==> src/snq_pkg.sv <==
// Shared types, constants and register map for the surface normal to quaternion block.
package snq_pkg;

    localparam int QUAT_FRAC_BITS = 14;
    localparam int SQRT_STEPS     = 32;
    localparam int REM_W          = 36;
    localparam int Q_W            = QUAT_FRAC_BITS + 2;

    localparam logic [1:0] REG_CENTER_X = 2'd0;
    localparam logic [1:0] REG_CENTER_Y = 2'd1;
    localparam logic [1:0] REG_CENTER_Z = 2'd2;

    localparam logic [1:0] CASE_GENERAL = 2'd0;
    localparam logic [1:0] CASE_CENTER  = 2'd1;
    localparam logic [1:0] CASE_PLUS_Z  = 2'd2;
    localparam logic [1:0] CASE_MINUS_Z = 2'd3;

    localparam logic signed [31:0] CENTER_Z_RESET = -32'sd32768;

    typedef struct packed {
        logic signed [31:0] point_x;
        logic signed [31:0] point_y;
        logic signed [31:0] point_z;
    } point_t;

    typedef struct packed {
        logic signed [15:0] quat_x;
        logic signed [15:0] quat_y;
        logic signed [15:0] quat_z;
        logic signed [15:0] quat_w;
        logic [1:0]         case_taken;
    } quat_t;

    typedef struct packed {
        logic [63:0]      rad;
        logic [REM_W-1:0] rem;
        logic [31:0]      root;
    } sqrt_st_t;

    typedef struct packed {
        logic [31:0]                n;
        logic [2:0][32:0]           r;
        logic [2:0][Q_W-1:0]        q;
    } div_st_t;

    typedef struct packed {
        logic [29:0] ax;
        logic [29:0] ay;
        logic [29:0] az;
        logic [31:0] wr;
        logic        neg_x;
        logic        neg_y;
        logic        neg_z;
        logic [1:0]  kase;
    } side_t;

endpackage

==> src/snq_sqrt_cell.sv <==
// One digit step of the pipelined integer square root.
module snq_sqrt_cell
    import snq_pkg::*;
(
    input  logic     clk,
    input  logic     en,
    input  sqrt_st_t d,
    output sqrt_st_t q
);

    sqrt_st_t         st_reg;
    sqrt_st_t         st_next;
    logic [REM_W-1:0] rem_w;
    logic [REM_W-1:0] trial;

    always_comb
    begin
        rem_w = {d.rem[REM_W-3:0], d.rad[63:62]};
        trial = {{(REM_W-34){1'b0}}, d.root, 2'b01};
        st_next.rad = {d.rad[61:0], 2'b00};
        if (rem_w >= trial)
        begin
            st_next.rem  = rem_w - trial;
            st_next.root = {d.root[30:0], 1'b1};
        end
        else
        begin
            st_next.rem  = rem_w;
            st_next.root = {d.root[30:0], 1'b0};
        end
    end

    always_ff @(posedge clk)
    begin
        if (en)
        begin
            st_reg <= st_next;
        end
    end

    assign q = st_reg;

endmodule

==> config.mk <==
export PLATFORM = sky130hd
export DESIGN_NAME = snq_sqrt_cell
export DESIGN_NICKNAME = d
export VERILOG_FILES = /design/src/snq_pkg.sv /design/src/snq_sqrt_cell.sv
export SDC_FILE = /design/constraint.sdc
export NUM_CORES = 1
export LEC_CHECK = 0
export ABC_AREA = 1
export BUFFER_PORTS_ARGS = -buffer_cell sky130_fd_sc_hd__buf_2
export CAP_MARGIN = 20
export CORE_MARGIN = 1
export CORE_UTILIZATION = 40
export DETAILED_ROUTE_END_ITERATION = 12
export PLACE_DENSITY_LB_ADDON = 0.1
export REMOVE_ABC_BUFFERS = 1
export SYNTH_ARGS = -nofsm -noshare
export SYNTH_HDL_FRONTEND = slang
export SYNTH_SLANG_ARGS = --single-unit
==> constraint.sdc <==
create_clock -name clk -period 3 [get_ports clk]
set_input_delay 0.45 -clock clk [delete_from_list [all_inputs] [get_ports clk]]
set_output_delay 0.45 -clock clk [all_outputs]
set_load 0.03 [all_outputs]
==> results of run 1 <==
worst max path at each step:
stage / from / depth (start not counted) / slack [ns] / end
4_1_cts: d[1] / 12 / 0.82 / q[63]
2_1_floorplan: d[13] / 12 / 0.88 / q[66]
3_5_place_dp: d[1] / 12 / 0.39 / q[63]
6_report: d[1] / 14 / 0.82 / q[62]
3_3_place_gp: d[24] / 11 / 0.39 / q[67]
5_1_grt: d[4] / 14 / 0.60 / q[51]
stage by stage:
step                      hold slack (ns)  instance area (sq um)  setup WS [ns]
after global routing                0.193                   9350          0.599
after detailed placement            0.628                   8780          0.386
final                               0.202                   9350          0.823
after CTS                           0.186                   9350          0.819
after global placement              0.626                   8780          0.387
after floorplan                     0.549                   7130          0.876
area by class of cell:
| class | count | area (sq um) | share of cell area, % |
|---|---|---|---|
| clock buffers | 18 | 429 | 4.59 |
| clock inverters | 14 | 144 | 1.54 |
| inverters | 136 | 515 | 5.51 |
| multi-input cells | 550 | 2710 | 29.0 |
| flip-flops and latches | 130 | 3900 | 41.8 |
| well taps | 225 | 282 | 3.01 |
| repair buffers | 266 | 1360 | 14.6 |
where the power goes:
group	switching (uW)	internal, uW	total, uW
Combinational	928	401	1330
Sequential	38.1	2220	2250
Clock	888	1170	2060
logic make-up (layout without fill, tap and decap cells):
group,count (synthesis),after routing,share of synthesized area (%)
AND/OR/NAND/NOR,453,453,26.1
buffers and inverters,144,434,8.25
flip-flops,130,130,54.2
AO/OA/AOI/OAI,43,43,3.33
adder cells (fa/ha/maj),34,34,5.90
XOR/XNOR,18,18,2.19
other,1,2,0.0520
metal layers:
metal,part of all wire (%),vias to the layer above,track usage (%)
li1,-,3189,-
met1,45,2707,27.3
met2,47,191,36.1
met3,6.4,23,4.62
met4,1.3,4,6.48
met5,0.15,-,0
critical path: stages:
cell	delay (ns)
buf_2	0.09
inv_1	0.04
ha_1	0.37
nand2_1	0.09
o21ai_1	0.39
nand2_1	0.09
nand2_1	0.13
nand2_1	0.07
nand2_1	0.20
nand2_1	0.14
nand2_1	0.08
nand2_1	0.05
nand3_1	0.08
nand2_1	0.06
cells in the final DEF, fill, tap and decap left out, drive strengths merged, types with 12 or more instances in the layout:
master,n
a21oi,30
inv,144
nor2,65
nand2,327
ha,34
clkbuf,18
xor2,17
nand3,37
buf,266
nand3b,12
edfxtp,130
==> flow_summary_export.csv, run 1 <==
group,metric,value,unit
logic_synthesis,yosysMostFrequentCell,"nand2_1",
floorplanning,num_io_pins,266,
layout,fin_cells,1339,
grt,antenna_found_initial,2,
floorplanning,fp.dieArea,0.0186,sq mm
timing,post-route-period-util,72.6,%
logic_synthesis,ys.flop_type,"edfxtp_1",
layout,nNetsFinal,1269,
run,cap_violations,0,
drt,drt_iter0_drc,272,
layout,fillers,1727,
floorplanning,rows,48,
layout,diodes,0,
floorplanning,start_util,41.2,%
timing,fin_crit,2.18,ns
cts,max-clock-path-buffers,2,
setup_path,crit_type,"input pin to register",
logic_synthesis,yosysTopAreaCell,"edfxtp_1",
power,leakagePower,0.00476,uW
drt,wl,20000,um
drt,via_per_inst,4.57,
grt,grt_pass1_wl,29900,um
drt,ant_nets,0,
floorplanning,fp.coreArea,0.0175,sq mm
floorplanning,die_y,136,um
logic_synthesis,synth_commonest_cells,"nand2_1 (320), inv_1 (135), edfxtp_1 (130)",
layout,layout-drive-gt1-share,28.2,%
layout,final_core_util,53.5,%
placement,dp_hpwl,16000,um
power,ir_drop,0.000385,V
cts,clk_pin_slew_worst_paths,0.06,ns
cts,tritoncts_num_sinks,130,
logic_synthesis,avgSynthCellArea,8.76,sq um
logic_synthesis,synth_cells,823,
logic_synthesis,synthesis.area,0.00721,sq mm
cts,cts_setup_buffers,0,
logic_synthesis,synth-async-reset-ratio,0,%
setup_path,critPathMaxFanout,5,
timing,worst_pin_slew,0.544,ns
timing,hold_viol,0,
cts,cts_tree,"yes",
timing,setup_viol,0,
floorplanning,die_w,136,um
logic_synthesis,synth_top_area_share,54.2,%
placement,portBuffers,261,
logic_synthesis,yosysWarnings,0,
layout,area_growth,29.7,%
placement,post-place-cells,1307,
logic_synthesis,synth_edf_count,130,
timing,fin_tns_setup,0,ns
cts,holdBufCountCts,0,
drt,vias,6114,
timing,max_freq,459,MHz
power,powerDensity,603,mW/mm^2
setup_path,required,3.17,ns
power,power,5640,uW
layout,largest_reg_flops,130,
worst_hold_path,min_from,"d[71]",
outcome,status,"finished clean",
grt,grt_pass1_vias,5699,
setup_path,cp.arrival,2.35,ns
grt,grt_overflow,0,
worst_hold_path,min_path_type,"input pin to register",
drt,route.detailed.drc,0,
placement,place.gp.congestion,0.851,
drt,first_pass_iters,5,
timing,rsz0062_at_grt,"no",
cts,root_buffer,"clkbuf_16",
logic_synthesis,yosysSeqAreaShare,54.2,%
worst_hold_path,hold_end,"q[73]",
logic_synthesis,ys_top_cells_by_area,"edfxtp_1 (54%), nand2_1 (17%), inv_1 (7.0%)",
timing,slew_violations,0,
setup_path,critPathCaptureType,"register",
logic_synthesis,yosys.cell_types.count,29,
timing,max_slew_margin,63.7,%
setup_path,worstSetupStartpointType,"input pin",
worst_hold_path,hold_depth,1,
cts,cts_resized,0,
cts,cts_made_buffers,17,
grt,grt_max_degree,59,
logic_synthesis,synth-seq-cells,130,
grt,grt_use_total,21.4,%
cts,htree_num_levels,4,
drt,post_drt_wl_per_cell,14.9,um
Power figures use the tool's default switching activity.
==> inputs of run 2 (changes only) <==
==> constraint.sdc (replaced) <==
create_clock -name clk -period 1.9 [get_ports clk]
set_input_delay 0.285 -clock clk [delete_from_list [all_inputs] [get_ports clk]]
set_output_delay 0.285 -clock clk [all_outputs]
set_load 0.03 [all_outputs]
==> run 2 against run 1 <==
- global-route usage is 1.7 points higher
- setup slack worse by 0.68 ns
- critical path depth is 1 lower
- utilization is 7.3 points higher
- count of clock-buffer cells in the layout stayed put
- sequential power is 58% higher
- final cell count is 9.0% higher
- critical path type unchanged
==> flow_summary_export.csv, run 2 (synthesis gave the netlist of run 1 again) <==
group,metric,value,unit
power,powerDensity,880,mW/mm^2
setup_path,crit_type,"input pin to register",
cts,cts_tree,"yes",
drt,first_pass_iters,4,
setup_path,cp.arrival,1.94,ns
cts,max-clock-path-buffers,2,
floorplanning,rows,48,
cts,htree_num_levels,4,
drt,ant_nets,0,
floorplanning,die_y,136,um
timing,hold_viol,0,
layout,diodes,0,
placement,portBuffers,261,
layout,nNetsFinal,1389,
setup_path,required,2.08,ns
grt,grt_pass1_vias,6197,
timing,fin_crit,1.76,ns
layout,multi_input_area,0.00302,sq mm
grt,grt_use_total,23.1,%
floorplanning,fp.dieArea,0.0186,sq mm
floorplanning,die_w,136,um
power,p_comb_share,27.2,%
cts,clk_pin_slew_worst_paths,0.06,ns
drt,vias,6506,
layout,final_cell_mix,"nand2_1 (309), buf_2 (260), inv_1 (135)",
power,ir_drop,0.000638,V
grt,antenna_found_initial,0,
placement,placed_area,0.00972,sq mm
worst_hold_path,min_path_type,"input pin to register",
layout,area_growth,47.4,%
floorplanning,num_io_pins,266,
drt,via_per_inst,4.46,
placement,dp_hpwl,16900,um
timing,max_freq,568,MHz
power,p_sw_share,32.6,%
placement,place.gp.congestion,0.864,
floorplanning,start_util,41.2,%
layout,largest_reg_flops,130,
power,pwr-share-clk,34.7,%
grt,grt_overflow,0,
timing,slew_violations,0,
drt,route.detailed.drc,0,
cts,tritoncts_num_sinks,130,
layout,final_cell_area,0.0106,sq mm
grt,grt_max_degree,35,
drt,wl,21200,um
drt,drt_iter0_drc,291,
setup_path,worstSetupStartpointType,"input pin",
run,cap_violations,0,
timing,post-route-period-util,92.6,%
setup_path,critPathMaxFanout,3,
floorplanning,fp.coreArea,0.0175,sq mm
setup_path,critPathCaptureType,"register",
grt,grt_pass1_wl,31900,um
cts,cts_made_buffers,17,
layout,mostFrequentLayoutCell,"nand2_1",
power,leakagePower,0.00537,uW
power,netSwitchingPower,3050,uW
timing,setup_viol,0,
drt,post_drt_wl_per_cell,14.5,um
timing,fin_tns_setup,0,ns
layout,fillers,1631,
layout,seqCellArea,0.00390,sq mm
power,intPower,6310,uW
cts,root_buffer,"clkbuf_16",
outcome,status,"finished clean",
layout,layout-drive-gt1-share,38.7,%
layout,final_core_util,60.8,%
power,seqPwrFrac,38.1,%
cts,holdBufCountCts,0,
## run 2: repair_timing
item,4_1_cts,5_1_grt
gates resized for setup,0,50
setup endpoints to repair,0,36
buffers inserted,0,4
## run 2: per-layer routing
metal | GRT usage (%) | part of all wire (%)
met3 | 4.85 | 6.7
met1 | 29.6 | 45
met4 | 7.53 | 1.4
met2 | 38.7 | 47
met5 | 0 | 0
## run 2: worst max-delay path, stage by stage
cell	delay, ns
buf_2	0.09
inv_1	0.04
ha_1	0.31
buf_4	0.15
nand2_1	0.06
nand2_1	0.07
o21bai_1	0.22
a21oi_1	0.18
nand2_2	0.15
nand2_1	0.16
nand3b_1	0.09
nand3_1	0.09
nand2_1	0.05
## run 2: layout make-up
type                            instances  area share (%)
Multi-Input combinational cell        551            28.4
Clock inverter                         14            1.35
Tap cell                              225            2.65
Timing Repair Buffer                  385            21.9
Inverter                              136            4.85
Clock buffer                           18            4.04
Sequential cell                       130            36.8
## run 2: power by group through the flow
stage | logic, uW | registers, uW | clock network (uW)
global route | 2780 | 3590 | 3420
finish | 2550 | 3560 | 3240
global placement | 2430 | 3620 | 0
floorplan | 790 | 4220 | 0
detailed placement | 2450 | 3620 | 0
CTS | 2460 | 3560 | 3320
## run 2: path summary, 6_finish.rpt
path                  startpoint     to  slack [ns]  depth (start not counted)
worst max-delay path       d[10]  q[61]        0.14                         13
worst min-delay path       d[80]  q[82]        0.04                          1
## run 2: stage by stage
step / std cells / total power [uW] / setup WS [ns] / hold WS (ns)
after floorplan: 816 / 5010 / -0.0589 / 0.384
after global placement: 1422 / 6050 / -0.388 / 0.461
after detailed placement: 1422 / 6070 / -0.407 / 0.463
after CTS: 1454 / 9350 / 0.000610 / 0.0138
after global routing: 1459 / 9790 / -0.0196 / 0.0178
final: 1459 / 9350 / 0.141 / 0.0367
==> inputs of run 3 (changes only) <==
--- a/config.mk
+++ b/config.mk
@@ -9,7 +9,7 @@
 export BUFFER_PORTS_ARGS = -buffer_cell sky130_fd_sc_hd__buf_2
 export CAP_MARGIN = 20
 export CORE_MARGIN = 1
-export CORE_UTILIZATION = 40
+export CORE_UTILIZATION = 45
 export DETAILED_ROUTE_END_ITERATION = 12
 export PLACE_DENSITY_LB_ADDON = 0.1
 export REMOVE_ABC_BUFFERS = 1
==> run 3 against run 2 <==
- fmax fell by 5.0%
- sequential share of layout area rose by 0.96 points
- total power rose by 0.55%
- hold slack got worse by 0.0068 ns
- non-clock buffer count fell by 9
- critical endpoint unchanged
- largest cell class unchanged
==> flow_summary_export.csv, run 3 (synthesis gave the netlist of run 1 again) <==
group,metric,value,unit
layout,final_core_util,67.1,%
power,powerDensity,908,mW/mm^2
layout,final_cell_mix,"nand2_1 (317), buf_2 (260), inv_1 (134)",
timing,setup_ws,0.0481,ns
floorplanning,fp.coreArea,0.0154,sq mm
setup_path,required,2.09,ns
setup_path,crit_type,"input pin to register",
grt,grt_overflow,0,
power,ir_drop,0.000638,V
drt,ant_nets,0,
drt,wl,20500,um
setup_path,worstSetupStartpointType,"input pin",
floorplanning,rows,45,
cts,cts_made_buffers,17,
setup_path,critPathCaptureType,"register",
setup_path,slowest_stage,"ha_1",
cts,tritoncts_num_sinks,130,
timing,post-route-period-util,97.5,%
drt,vias,6602,
drt,via_per_inst,4.60,
drt,drt_iter0_drc,333,
layout,area_growth,43.6,%
setup_path,path_cells,"buf_2 > inv_1 > ha_1 > buf_4 > nand2_1 > nor2_2 > buf_4 > nand3_1 > nand2_1 > nand2_1 > nand2_1 > nand2_1 > nand3_1 > nand2_1",
setup_path,cpMostUsedCell,"nand2_1",
grt,grt_max_degree,37,
placement,portBuffers,261,
grt,grt_pass1_vias,6346,
layout,layout-drive-gt1-share,36.4,%
layout,diodes,0,
floorplanning,die_w,129,um
layout,nNetsFinal,1379,
setup_path,critPathBufInv,4,
floorplanning,die_y,129,um
grt,grt_pass1_wl,31300,um
placement,post-place-cells,1401,
layout,mostFrequentLayoutCell,"nand2_1",
timing,fin_tns_setup,0,ns
timing,fin_crit,1.85,ns
layout,fin_cells,1435,
run,cap_violations,0,
worst_hold_path,min_from,"d[105]",
setup_path,cp_slowest_stage_delay,0.34,ns
worst_hold_path,hold_depth,1,
setup_path,critPathMaxFanout,3,
drt,route.detailed.drc,0,
cts,clk_pin_slew_worst_paths,0.06,ns
grt,grt_use_total,25.3,%
cts,cts_tree,"yes",
outcome,status,"finished clean",
setup_path,crit_family,"simple AND/OR/NAND/NOR gates",
setup_path,cp.arrival,2.04,ns
drt,post_drt_wl_per_cell,14.3,um
floorplanning,start_util,46.7,%
timing,setup_viol,0,
placement,pre_cts_slack,-0.407,ns
layout,largest_reg_flops,130,
timing,slew_violations,0,
drt,first_pass_iters,5,
placement,place.gp.congestion,0.891,
cts,max-clock-path-buffers,2,
power,leakagePower,0.00533,uW
cts,htree_num_levels,4,
cts,root_buffer,"clkbuf_16",
grt,antenna_found_initial,1,
floorplanning,fp.dieArea,0.0165,sq mm
timing,rsz0062_at_grt,"yes",
placement,dp_hpwl,16500,um
worst_hold_path,hold_end,"q[107]",
timing,max_freq,540,MHz
worst_hold_path,min_path_type,"input pin to register",
floorplanning,num_io_pins,266,
timing,hold_viol,0,
## run 3: cell count changes in the layout (fill, tap and decap cells not counted), moves of 2 or more
cell / previous run / this run
buf_4: 117 / 108
bufinv_16: 1 / 3
clkinv_4: 2 / 0
ha_1: 20 / 31
ha_4: 14 / 2
nand2_1: 309 / 317
nand2_2: 17 / 9
nor2_1: 51 / 53
nor3_1: 5 / 7
nor3_2: 3 / 1
o21ai_1: 2 / 0
## run 3: final cells by class
| class | instances | area (sq um) |
|---|---|---|
| clock inverters | 14 | 176 |
| well taps | 211 | 264 |
| fillers | 1377 | 5070 |
| multi-input cells | 550 | 2810 |
| clock buffers | 18 | 429 |
| flip-flops and latches | 130 | 3900 |
| repair buffers | 376 | 2250 |
| inverters | 136 | 515 |
## run 3: repair_timing
action / in CTS / in global routing
hold buffers: 0 / 0
buffers inserted: 0 / 2
resized for setup: 0 / 25
endpoints found under the setup margin: 0 / 34
## run 3: report_power, final
group | leakage, uW | internal, uW | switching [uW]
combinational | 0.00377 | 903 | 1550
clock | 0.000288 | 2080 | 1300
sequential | 0.00127 | 3500 | 63.0
## run 3: per-stage QoR
step / hold slack [ns] / power, uW / instance area (sq um)
after floorplan: 0.384 / 5010 / 7130
after global placement: 0.461 / 6000 / 9630
after detailed placement: 0.463 / 6040 / 9630
after CTS: 0.0179 / 9430 / 10200
after global routing: 0.0199 / 9810 / 10400
final: 0.0299 / 9400 / 10400
## run 3: metal layers
layer	global-route usage (%)	share of wire, %	up-vias
met5	0	0.063	-
met4	8.65	1.8	2
met3	6.24	7.0	33
met2	44.4	50	207
met1	30.2	41	2962
li1	-	-	3398
## run 3: how the worst max path moves through the flow
stage                     depth (start not counted)  startpoint    end
after global routing                             15        d[4]  q[63]
after floorplan                                  12       d[13]  q[66]
final                                            14        d[4]  q[61]
after detailed placement                         14        d[1]  q[62]
after CTS                                        14        d[1]  q[62]
after global placement                           14        d[1]  q[62]
