File: src/snq_pkg.sv
// Shared types, constants and register map for the surface normal to quaternion block.
package snq_pkg;

    localparam int QUAT_FRAC_BITS = 14;
    localparam int SQRT_STEPS     = 32;
    localparam int REM_W          = 36;
    localparam int Q_W            = QUAT_FRAC_BITS + 2;

    localparam logic [1:0] REG_CENTER_X = 2'd0;
    localparam logic [1:0] REG_CENTER_Y = 2'd1;
    localparam logic [1:0] REG_CENTER_Z = 2'd2;

    localparam logic [1:0] CASE_GENERAL = 2'd0;
    localparam logic [1:0] CASE_CENTER  = 2'd1;
    localparam logic [1:0] CASE_PLUS_Z  = 2'd2;
    localparam logic [1:0] CASE_MINUS_Z = 2'd3;

    localparam logic signed [31:0] CENTER_Z_RESET = -32'sd32768;

    typedef struct packed {
        logic signed [31:0] point_x;
        logic signed [31:0] point_y;
        logic signed [31:0] point_z;
    } point_t;

    typedef struct packed {
        logic signed [15:0] quat_x;
        logic signed [15:0] quat_y;
        logic signed [15:0] quat_z;
        logic signed [15:0] quat_w;
        logic [1:0]         case_taken;
    } quat_t;

    typedef struct packed {
        logic [63:0]      rad;
        logic [REM_W-1:0] rem;
        logic [31:0]      root;
    } sqrt_st_t;

    typedef struct packed {
        logic [31:0]                n;
        logic [2:0][32:0]           r;
        logic [2:0][Q_W-1:0]        q;
    } div_st_t;

    typedef struct packed {
        logic [29:0] ax;
        logic [29:0] ay;
        logic [29:0] az;
        logic [31:0] wr;
        logic        neg_x;
        logic        neg_y;
        logic        neg_z;
        logic [1:0]  kase;
    } side_t;

endpackage

File: src/snq_div_cell.sv
// One restoring division step for the three quaternion lanes.
module snq_div_cell
    import snq_pkg::*;
(
    input  logic    clk,
    input  logic    en,
    input  div_st_t d,
    output div_st_t q
);

    div_st_t     st_reg;
    div_st_t     st_next;
    logic [32:0] rr;
    logic        ge;

    always_comb
    begin
        rr = '0;
        ge = 1'b0;
        st_next.n = d.n;
        for (int i = 0; i < 3; i++)
        begin
            ge = d.r[i] >= {1'b0, d.n};
            rr = ge ? d.r[i] - {1'b0, d.n} : d.r[i];
            st_next.r[i] = {rr[31:0], 1'b0};
            st_next.q[i] = {d.q[i][Q_W-2:0], ge};
        end
    end

    always_ff @(posedge clk)
    begin
        if (en)
        begin
            st_reg <= st_next;
        end
    end

    assign q = st_reg;

endmodule

File: config.mk
export PLATFORM = sky130hd
export DESIGN_NAME = snq_div_cell
export DESIGN_NICKNAME = d
export VERILOG_FILES = /design/src/snq_pkg.sv /design/src/snq_div_cell.sv
export SDC_FILE = /design/constraint.sdc
export NUM_CORES = 1
export LEC_CHECK = 0
export BUFFER_PORTS_ARGS = -buffer_cell sky130_fd_sc_hd__buf_2
export CELL_PAD_IN_SITES_DETAIL_PLACEMENT = 0
export CELL_PAD_IN_SITES_GLOBAL_PLACEMENT = 1
export CORE_ASPECT_RATIO = 1.4
export CORE_MARGIN = 1.5
export CORE_UTILIZATION = 40
export CTS_CLUSTER_SIZE = 8
export DETAILED_ROUTE_END_ITERATION = 10
export PLACE_DENSITY = 0.79
export RECOVER_POWER = 50
export SETUP_SLACK_MARGIN = 0.4
export SLEW_MARGIN = 20
export SYNTH_ARGS = -nofsm -noshare
export SYNTH_HDL_FRONTEND = slang
export SYNTH_SLANG_ARGS = --single-unit
File: constraint.sdc
create_clock -name clk -period 4 [get_ports clk]
set_input_delay 1 -clock clk [delete_from_list [all_inputs] [get_ports clk]]
set_output_delay 1 -clock clk [all_outputs]
set_load 0.1 [all_outputs]
==> results of run 1 <==
==> area by class of cell <==
class	instances	area share
Clock buffer	17	0.0288
Clock inverter	14	0.0109
Sequential cell	176	0.358
Inverter	61	0.0155
Multi-Input combinational cell	865	0.401
Tap cell	375	0.0318
Timing Repair Buffer	420	0.153
==> worst min-delay path by stage <==
stage,endpoint,slack [ns],depth (start not counted)
after CTS,q[18],0.70,1
final,q[18],0.72,1
after detailed placement,q[42],1.18,1
after global placement,q[25],1.18,1
after global routing,q[18],0.70,1
after floorplan,q[10],1.10,0
==> layer usage <==
metal,up-vias,part of all wire,wire length (um)
li1,5062,-,-
met1,4810,0.39,14300
met2,335,0.54,20000
met3,50,0.042,1550
met4,2,0.024,864
met5,-,0.00033,12
==> metrics by stage <==
step                TNS (ns)  worst slack [ns]  instances   util
floorplan                  0             0.400       1150      -
global placement           0            0.0195       1897  0.499
detailed placement   -0.0160           -0.0160       1897  0.499
CTS                        0             0.449       1928  0.519
global route               0             0.220       1928  0.518
finish                     0             0.430       1928  0.518
==> cell families after synthesis <==
group | after synthesis | synth area share
compound gates | 364 | 0.202
xor+xnor | 81 | 0.0609
fa+ha+maj | 99 | 0.108
buf+inv | 109 | 0.0414
flops | 176 | 0.454
mux | 15 | 0.0144
other cells | 1 | 0.000322
simple gates | 303 | 0.119
==> report_power, final <==
part / internal, mW / leakage (nW) / total (mW) / switching (mW)
Clock: 0.926 / 0.280 / 1.69 / 0.763
Sequential: 2.33 / 1.72 / 2.40 / 0.0664
Combinational: 0.747 / 4.45 / 3.33 / 2.58
Total: 4.00 / 6.46 / 7.41 / 3.41
==> synthesized netlist by cell type (3+ instances only) <==
| cell | n | area (sq um) |
|---|---|---|
| fa_1 | 3 | 60.1 |
| a311oi_1 | 3 | 26.3 |
| o21a_1 | 14 | 105 |
| o22ai_1 | 3 | 18.8 |
| buf_2 | 12 | 60.1 |
| o31ai_1 | 5 | 37.5 |
| nand2_1 | 127 | 477 |
| buf_6 | 5 | 56.3 |
| o211ai_1 | 12 | 90.1 |
| a21oi_1 | 105 | 526 |
| edfxtp_1 | 176 | 5290 |
| ha_1 | 96 | 1200 |
| nand3_1 | 25 | 125 |
| mux2_1 | 5 | 56.3 |
| nor2_1 | 66 | 248 |
| nor3_1 | 14 | 70.1 |
| mux2_2 | 9 | 101 |
| a211oi_1 | 7 | 52.6 |
| and3_1 | 13 | 81.3 |
| a21o_1 | 35 | 263 |
| o21ai_1 | 9 | 45.0 |
| nor4_1 | 3 | 18.8 |
| a211o_1 | 3 | 26.3 |
| a31oi_1 | 19 | 119 |
| clkbuf_1 | 25 | 93.8 |
| nand2b_1 | 10 | 62.6 |
| o21bai_1 | 16 | 120 |
| xor2_1 | 32 | 280 |
| inv_1 | 60 | 225 |
| xnor2_1 | 49 | 429 |
| a41oi_1 | 3 | 26.3 |
| o21ai_2 | 3 | 26.3 |
| nor2b_1 | 11 | 68.8 |
| nand4_1 | 20 | 125 |
| buf_4 | 5 | 37.5 |
| o21ai_0 | 93 | 465 |
| and2_1 | 5 | 31.3 |
==> results.json, run 1 <==
{
  "pin_count": 360,
  "worst-setup-path-type": "input pin to flop",
  "synth_edf_count": 176,
  "gr-usage-met3": 0.0296,
  "slew_headroom": -0.265,
  "placed_area_sq_um": 14200,
  "p_per_area_nw_per_um2": 503,
  "setup_violations": 0,
  "synth_top_flop_cell": "edfxtp_1",
  "violations": "capacitance limit, slew limit",
  "holdWs_ns": 0.719,
  "die_h_um": 205,
  "gp_congestion": 0.899,
  "drive_gt1_frac": 0.289,
  "ir_worst_vdd_mv": 0.281,
  "numCtsBuffers": 17,
  "drc": 0,
  "crit_buf_inv": 2,
  "critPathTopFamily": "buffers and inverters",
  "cts_sinks": 176,
  "antenna_found_initial": 1,
  "yosys_warnings": 0,
  "p_leak_nw": 6.46,
  "worstPathRequired_ns": 4.06,
  "clk_transition_reported_paths_ns": 0.07,
  "diodes": 0,
  "area_growth_pct": 26.7,
  "cp.depth": 2,
  "async_flop_share": 0,
  "use_met1": 0.266,
  "rsz0062_at_grt": "yes",
  "hold_violations": 0,
  "hp-class": "input pin to flop",
  "critPathMaxStageDelay_ns": 1.28,
  "post_cts.repair.setup_buffers": 0,
  "post_cts_resized": 0,
  "ys_seq_area_frac": 0.454,
  "hold_start": "d[17]",
  "viasPerCell": 5.32,
  "finalCriticalPeriod_ns": 3.57,
  "drt_iter0_drc": 417,
  "path_max_fanout": 65,
  "maxCapViolations": 1,
  "num_rows": 73,
  "multi_input_area_sq_um": 5920,
  "p_total_mw": 7.41,
  "start_kind": "input pin",
  "antenna_left": 0,
  "final_cell_mix": "320 x buf_2, 176 x edfxtp_1, 126 x nand2_1",
  "busiest_layer": "met2",
  "slowest_stage": "clkbuf_2",
  "gr-total-overflow": 0,
  "core_area_sq_um": 28500,
  "largest_reg_flops": 176,
  "ys_ff_latch": 176,
  "place_hpwl_mm": 30.1,
  "layout_commonest_cell": "buf_2",
  "fillers": 2738,
  "seq_area_sq_um": 5290,
  "cp-endpoint": "q[127]",
  "max_freq_mhz": 280,
  "startpoint": "en",
  "clock-root-buffer": "clkbuf_16",
  "max_slew.worst_pin.slew_ns": 1.90,
  "cp.arrival_ns": 3.63,
  "port_buffers": 353,
  "initial_core_util": 0.409,
  "path_cells": "clkbuf_2 -> buf_2",
  "die_area_sq_um": 30100,
  "routed_wirelength_mm": 36.8,
  "endpoint_kind": "flop",
  "cts_tree": "built",
  "finalCritPeriodShare": 0.893,
  "cts_hold_buf": 0,
  "nets": 1821,
  "grt_usage": 0.240,
  "met2_usage": 0.465,
  "grt_pass1_wl_mm": 54.5,
  "grt_max_degree": 66,
  "cts.path.max_buffers": 2,
  "outcome": "complete, but fails checks",
  "vias": 10300,
  "syn_area_sq_um": 11600,
  "postLayoutCellArea_sq_um": 14700,
  "wire_per_inst_um": 19.1,
  "drt_first_pass_iters": 5,
  "syn_inst": 1148,
  "grt_pass1_vias": 10100,
  "synth_area_per_cell_sq_um": 10.1,
  "die_w_um": 147,
  "synth_cell_types": 75,
  "drv_slew": 66,
  "h-tree-depth": 4
}
(Power assumes the default switching activity.)
==> run 2: changes to the inputs <==
--- a/config.mk
+++ b/config.mk
@@ -8,7 +8,6 @@
 export BUFFER_PORTS_ARGS = -buffer_cell sky130_fd_sc_hd__buf_2
 export CELL_PAD_IN_SITES_DETAIL_PLACEMENT = 0
 export CELL_PAD_IN_SITES_GLOBAL_PLACEMENT = 1
-export CORE_ASPECT_RATIO = 1.4
 export CORE_MARGIN = 1.5
 export CORE_UTILIZATION = 40
 export CTS_CLUSTER_SIZE = 8
==> run 2 against run 1 <==
The run still ends with capacitance limit, slew limit left. Core utilization decreased by 0.45 points. Non-clock buffer count down 2. Fmax about the same. Die area about the same. First-iteration DRC count increased by 43%. Largest power group unchanged. Setup slack improved by 0.00074 ns. Sequential share of layout area is 0.055 points higher. Clock power hardly changed. Global-route usage about the same.
==> results.json, run 2 (same netlist as run 1, synthesis figures left out) <==
{
  "initial_core_util": 0.406,
  "drt_iter0_drc": 595,
  "finalCriticalPeriod_ns": 3.57,
  "maxCapViolations": 2,
  "hp-class": "input pin to flop",
  "p_leak_nw": 6.44,
  "nets": 1819,
  "h-tree-depth": 4,
  "pin_count": 360,
  "post_cts_resized": 0,
  "routed_wirelength_mm": 37.1,
  "cts_tree": "built",
  "max_slew.worst_pin.slew_ns": 2.71,
  "num_rows": 62,
  "grt_pass1_wl_mm": 55.1,
  "die_h_um": 174,
  "place_hpwl_mm": 30.2,
  "largest_reg_flops": 176,
  "worstPathRequired_ns": 4.20,
  "slowest_stage": "fa_1",
  "p_per_area_nw_per_um2": 502,
  "critPathTopFamily": "compound AO/OA/AOI/OAI gates",
  "numCtsBuffers": 17,
  "gr-total-overflow": 0,
  "layout_commonest_cell": "buf_2",
  "post_cts.repair.setup_buffers": 0,
  "die_w_um": 174,
  "outcome": "complete, but fails checks",
  "cp.arrival_ns": 3.77,
  "viasPerCell": 5.30,
  "cts_hold_buf": 0,
  "place_ws_ns": 0.0521,
  "ir_worst_vdd_mv": 0.309,
  "grt_max_degree": 110,
  "path_cells": "clkbuf_1 -> ha_1 -> fa_1 -> nand2b_1 -> a21oi_1 -> o211ai_1 -> a21oi_2 -> a31oi_2 -> o311ai_2 -> a31oi_1 -> xnor2_1 -> mux2_1",
  "drt_first_pass_iters": 4,
  "wire_per_inst_um": 19.1,
  "clk_transition_reported_paths_ns": 0.07,
  "final_cells": 1938,
  "hold_violations": 0,
  "final_cell_mix": "319 x buf_2, 176 x edfxtp_1, 127 x nand2_1",
  "crit_buf_inv": 1,
  "max_freq_mhz": 280,
  "violations": "capacitance limit, slew limit",
  "vias": 10300,
  "grt_usage": 0.240,
  "tns_ns": 0,
  "gp_congestion": 0.886,
  "postLayoutCellArea_sq_um": 14700,
  "final_util": 0.513,
  "slew_headroom": -0.804,
  "drc": 0,
  "core_area_sq_um": 28700,
  "cts_sinks": 176,
  "worst-setup-path-type": "input pin to flop",
  "placed_area_sq_um": 14200,
  "drive_gt1_frac": 0.288,
  "path_max_fanout": 4,
  "die_area_sq_um": 30100,
  "drv_slew": 178,
  "area_growth_pct": 26.5,
  "cts.path.max_buffers": 2,
  "start_kind": "input pin",
  "clock-root-buffer": "clkbuf_16",
  "setup_violations": 0,
  "antenna_left": 0,
  "place_inst": 1904,
  "grt_pass1_vias": 9947,
  "port_buffers": 353,
  "finalCritPeriodShare": 0.892,
  "rsz0062_at_grt": "no",
  "critPathMaxStageDelay_ns": 0.39,
  "endpoint_kind": "flop",
  "worst_slack_ns": 0.430,
  "antenna_found_initial": 2
}
[run 2: cell types whose count changed in the layout (fill, tap and decap cells not counted), sizes merged]
cell and change:
diode +2, bufinv -2, inv +5, buf -2
clkinv -2
[run 2: metal layers]
layer,up-vias,routed length (um),part of all wire,GRT usage
li1,5050,-,-,-
met1,4801,15400,0.42,0.296
met2,380,18200,0.49,0.419
met3,48,2370,0.064,0.0439
met4,2,1060,0.029,0.0898
met5,-,12,0.00032,0
[run 2: area by class of cell]
cell class              count  area (sq um)
diodes                      2          5.00
clock inverters            15           150
repair buffers            418          2230
flip-flops and latches    176          5290
multi-input cells         865          5920
well taps                 384           480
inverters                  61           229
fillers                  2725         14000
clock buffers              17           425
[run 2: final timing paths]
kind / cells past startpoint / endpoint / start
worst max-delay path: 12 / q[141] / d[147]
worst min-delay path: 1 / q[19] / d[18]
[run 2: report_power, final]
part	internal [mW]	total, mW	leakage [nW]	switching [mW]
sequential	2.33	2.39	1.72	0.0620
combinational	0.739	3.33	4.44	2.59
clock	0.831	1.67	0.278	0.839
total	3.90	7.39	6.44	3.49
[run 2: per-stage QoR]
| step | power, mW | hold slack [ns] |
|---|---|---|
| CTS | 7.43 | 0.710 |
| detailed placement | 5.75 | 1.18 |
| global route | 7.66 | 0.708 |
| finish | 7.39 | 0.727 |
| floorplan | 5.04 | 1.10 |
| global placement | 5.74 | 1.18 |
==> run 3: changes to the inputs <==
--- a/config.mk
+++ b/config.mk
@@ -5,11 +5,12 @@
 export SDC_FILE = /design/constraint.sdc
 export NUM_CORES = 1
 export LEC_CHECK = 0
-export BUFFER_PORTS_ARGS = -buffer_cell sky130_fd_sc_hd__buf_2
+export BUFFER_PORTS_ARGS = -buffer_cell sky130_fd_sc_hd__clkbuf_2
 export CELL_PAD_IN_SITES_DETAIL_PLACEMENT = 0
 export CELL_PAD_IN_SITES_GLOBAL_PLACEMENT = 1
 export CORE_MARGIN = 1.5
 export CORE_UTILIZATION = 40
+export CTS_CLUSTER_DIAMETER = 60
 export CTS_CLUSTER_SIZE = 8
 export DETAILED_ROUTE_END_ITERATION = 10
 export PLACE_DENSITY = 0.79
==> run 3 against run 2 <==
The run still ends with capacitance limit, slew limit left. Critical path depth unchanged. Final area fell by 0.23%. Sequential share of layout area is 0.083 points higher. Worst hold slack got worse by 0.0022 ns. Clock-buffer cell count is the same. Fmax grew 0.32%. Sequential power about the same. Combinational power hardly changed. Critical path type unchanged. Largest cell class unchanged. Largest power group unchanged.
==> results.json, run 3 (same netlist as run 1, synthesis figures left out) <==
{
  "grt_max_degree": 77,
  "numCtsBuffers": 17,
  "initial_core_util": 0.406,
  "max_freq_mhz": 281,
  "cts.path.max_buffers": 2,
  "wire_per_inst_um": 19.4,
  "vias": 10300,
  "place_hpwl_mm": 30.9,
  "core_area_sq_um": 28700,
  "fillers": 2729,
  "path_max_fanout": 4,
  "clk_transition_reported_paths_ns": 0.08,
  "hp-class": "input pin to flop",
  "cts_hold_buf": 0,
  "drc": 0,
  "drive_gt1_frac": 0.280,
  "grt_usage": 0.247,
  "drv_slew": 77,
  "hold_violations": 0,
  "multi_input_area_sq_um": 5920,
  "worst-setup-path-type": "input pin to flop",
  "cp.arrival_ns": 3.76,
  "port_buffers": 353,
  "grt_pass1_vias": 10200,
  "violations": "capacitance limit, slew limit",
  "clock-root-buffer": "clkbuf_16",
  "gp_congestion": 0.889,
  "finalCritPeriodShare": 0.890,
  "antenna_left": 0,
  "drt_first_pass_iters": 6,
  "seq_area_sq_um": 5290,
  "largest_reg_flops": 176,
  "slew_headroom": -0.310,
  "start_kind": "input pin",
  "area_growth_pct": 26.2,
  "cts_tree": "built",
  "maxCapViolations": 1,
  "gr-total-overflow": 0,
  "holdWs_ns": 0.725,
  "die_h_um": 174,
  "rsz0062_at_grt": "yes",
  "final_cell_mix": "317 x clkbuf_2, 176 x edfxtp_1, 127 x nand2_1",
  "tns_ns": 0,
  "drt_iter0_drc": 486,
  "num_rows": 62,
  "worstPathRequired_ns": 4.20,
  "viasPerCell": 5.32,
  "pin_count": 360,
  "ir_worst_vdd_mv": 0.267,
  "layout_commonest_cell": "clkbuf_2",
  "routed_wirelength_mm": 37.6,
  "nets": 1818,
  "antenna_found_initial": 3,
  "endpoint_kind": "flop",
  "die_w_um": 174,
  "outcome": "complete, but fails checks",
  "p_per_area_nw_per_um2": 502,
  "p_leak_nw": 6.49,
  "max_slew.worst_pin.slew_ns": 1.96,
  "grt_pass1_wl_mm": 56.4,
  "cts_sinks": 176,
  "die_area_sq_um": 30100,
  "setup_violations": 0,
  "h-tree-depth": 4,
  "finalCriticalPeriod_ns": 3.56
}
run 3: area by class of cell:
class                           count  share of cell area
Sequential cell                   176               0.360
Antenna cell                        2            0.000341
Multi-Input combinational cell    865               0.403
Clock inverter                     15              0.0100
Timing Repair Buffer              417               0.150
Tap cell                          384              0.0327
Clock buffer                       17              0.0290
Inverter                           61              0.0156
run 3: worst max-delay path, stage by stage:
cell      delay [ns]
clkbuf_2        0.09
clkbuf_1        0.26
fa_1            0.50
nand2b_1        0.19
a21oi_1         0.18
o211ai_1        0.14
a21oi_1         0.24
a31oi_2         0.22
o311ai_4        0.35
a31oi_1         0.16
xnor2_1         0.14
mux2_1          0.29
run 3: routing by layer:
| layer | up-vias | track usage | wire length [um] |
|---|---|---|---|
| met5 | - | 0 | 0 |
| met4 | 0 | 0.0726 | 782 |
| met3 | 45 | 0.0458 | 2340 |
| met2 | 350 | 0.435 | 18700 |
| met1 | 4863 | 0.308 | 15700 |
| li1 | 5047 | - | - |
run 3: final timing paths:
path	start	to	depth (start not counted)
max	d[148]	q[141]	12
min	d[6]	q[7]	1
run 3: repair_timing:
action / CTS / global route
setup buffers: 0 / 1
endpoints found under the setup margin: 0 / 11
resized for setup: 0 / 2
run 3: report_power, final:
| part | switching, mW | internal (mW) |
|---|---|---|
| Sequential | 0.0710 | 2.33 |
| Combinational | 2.59 | 0.725 |
| Clock | 0.832 | 0.829 |
run 3: metrics by stage:
| step | instances | total power [mW] | instance area (sq um) | util | worst slack, ns |
|---|---|---|---|---|---|
| 3_5_place_dp | 1902 | 5.76 | 14200 | 0.495 | 0.00793 |
| 6_report | 1937 | 7.38 | 14700 | 0.512 | 0.442 |
| 4_1_cts | 1934 | 7.42 | 14800 | 0.515 | 0.447 |
| 3_3_place_gp | 1902 | 5.74 | 14200 | 0.495 | 0.0439 |
| 5_1_grt | 1937 | 7.66 | 14700 | 0.512 | 0.262 |
| 2_1_floorplan | 1150 | 5.04 | 11700 | - | 0.400 |
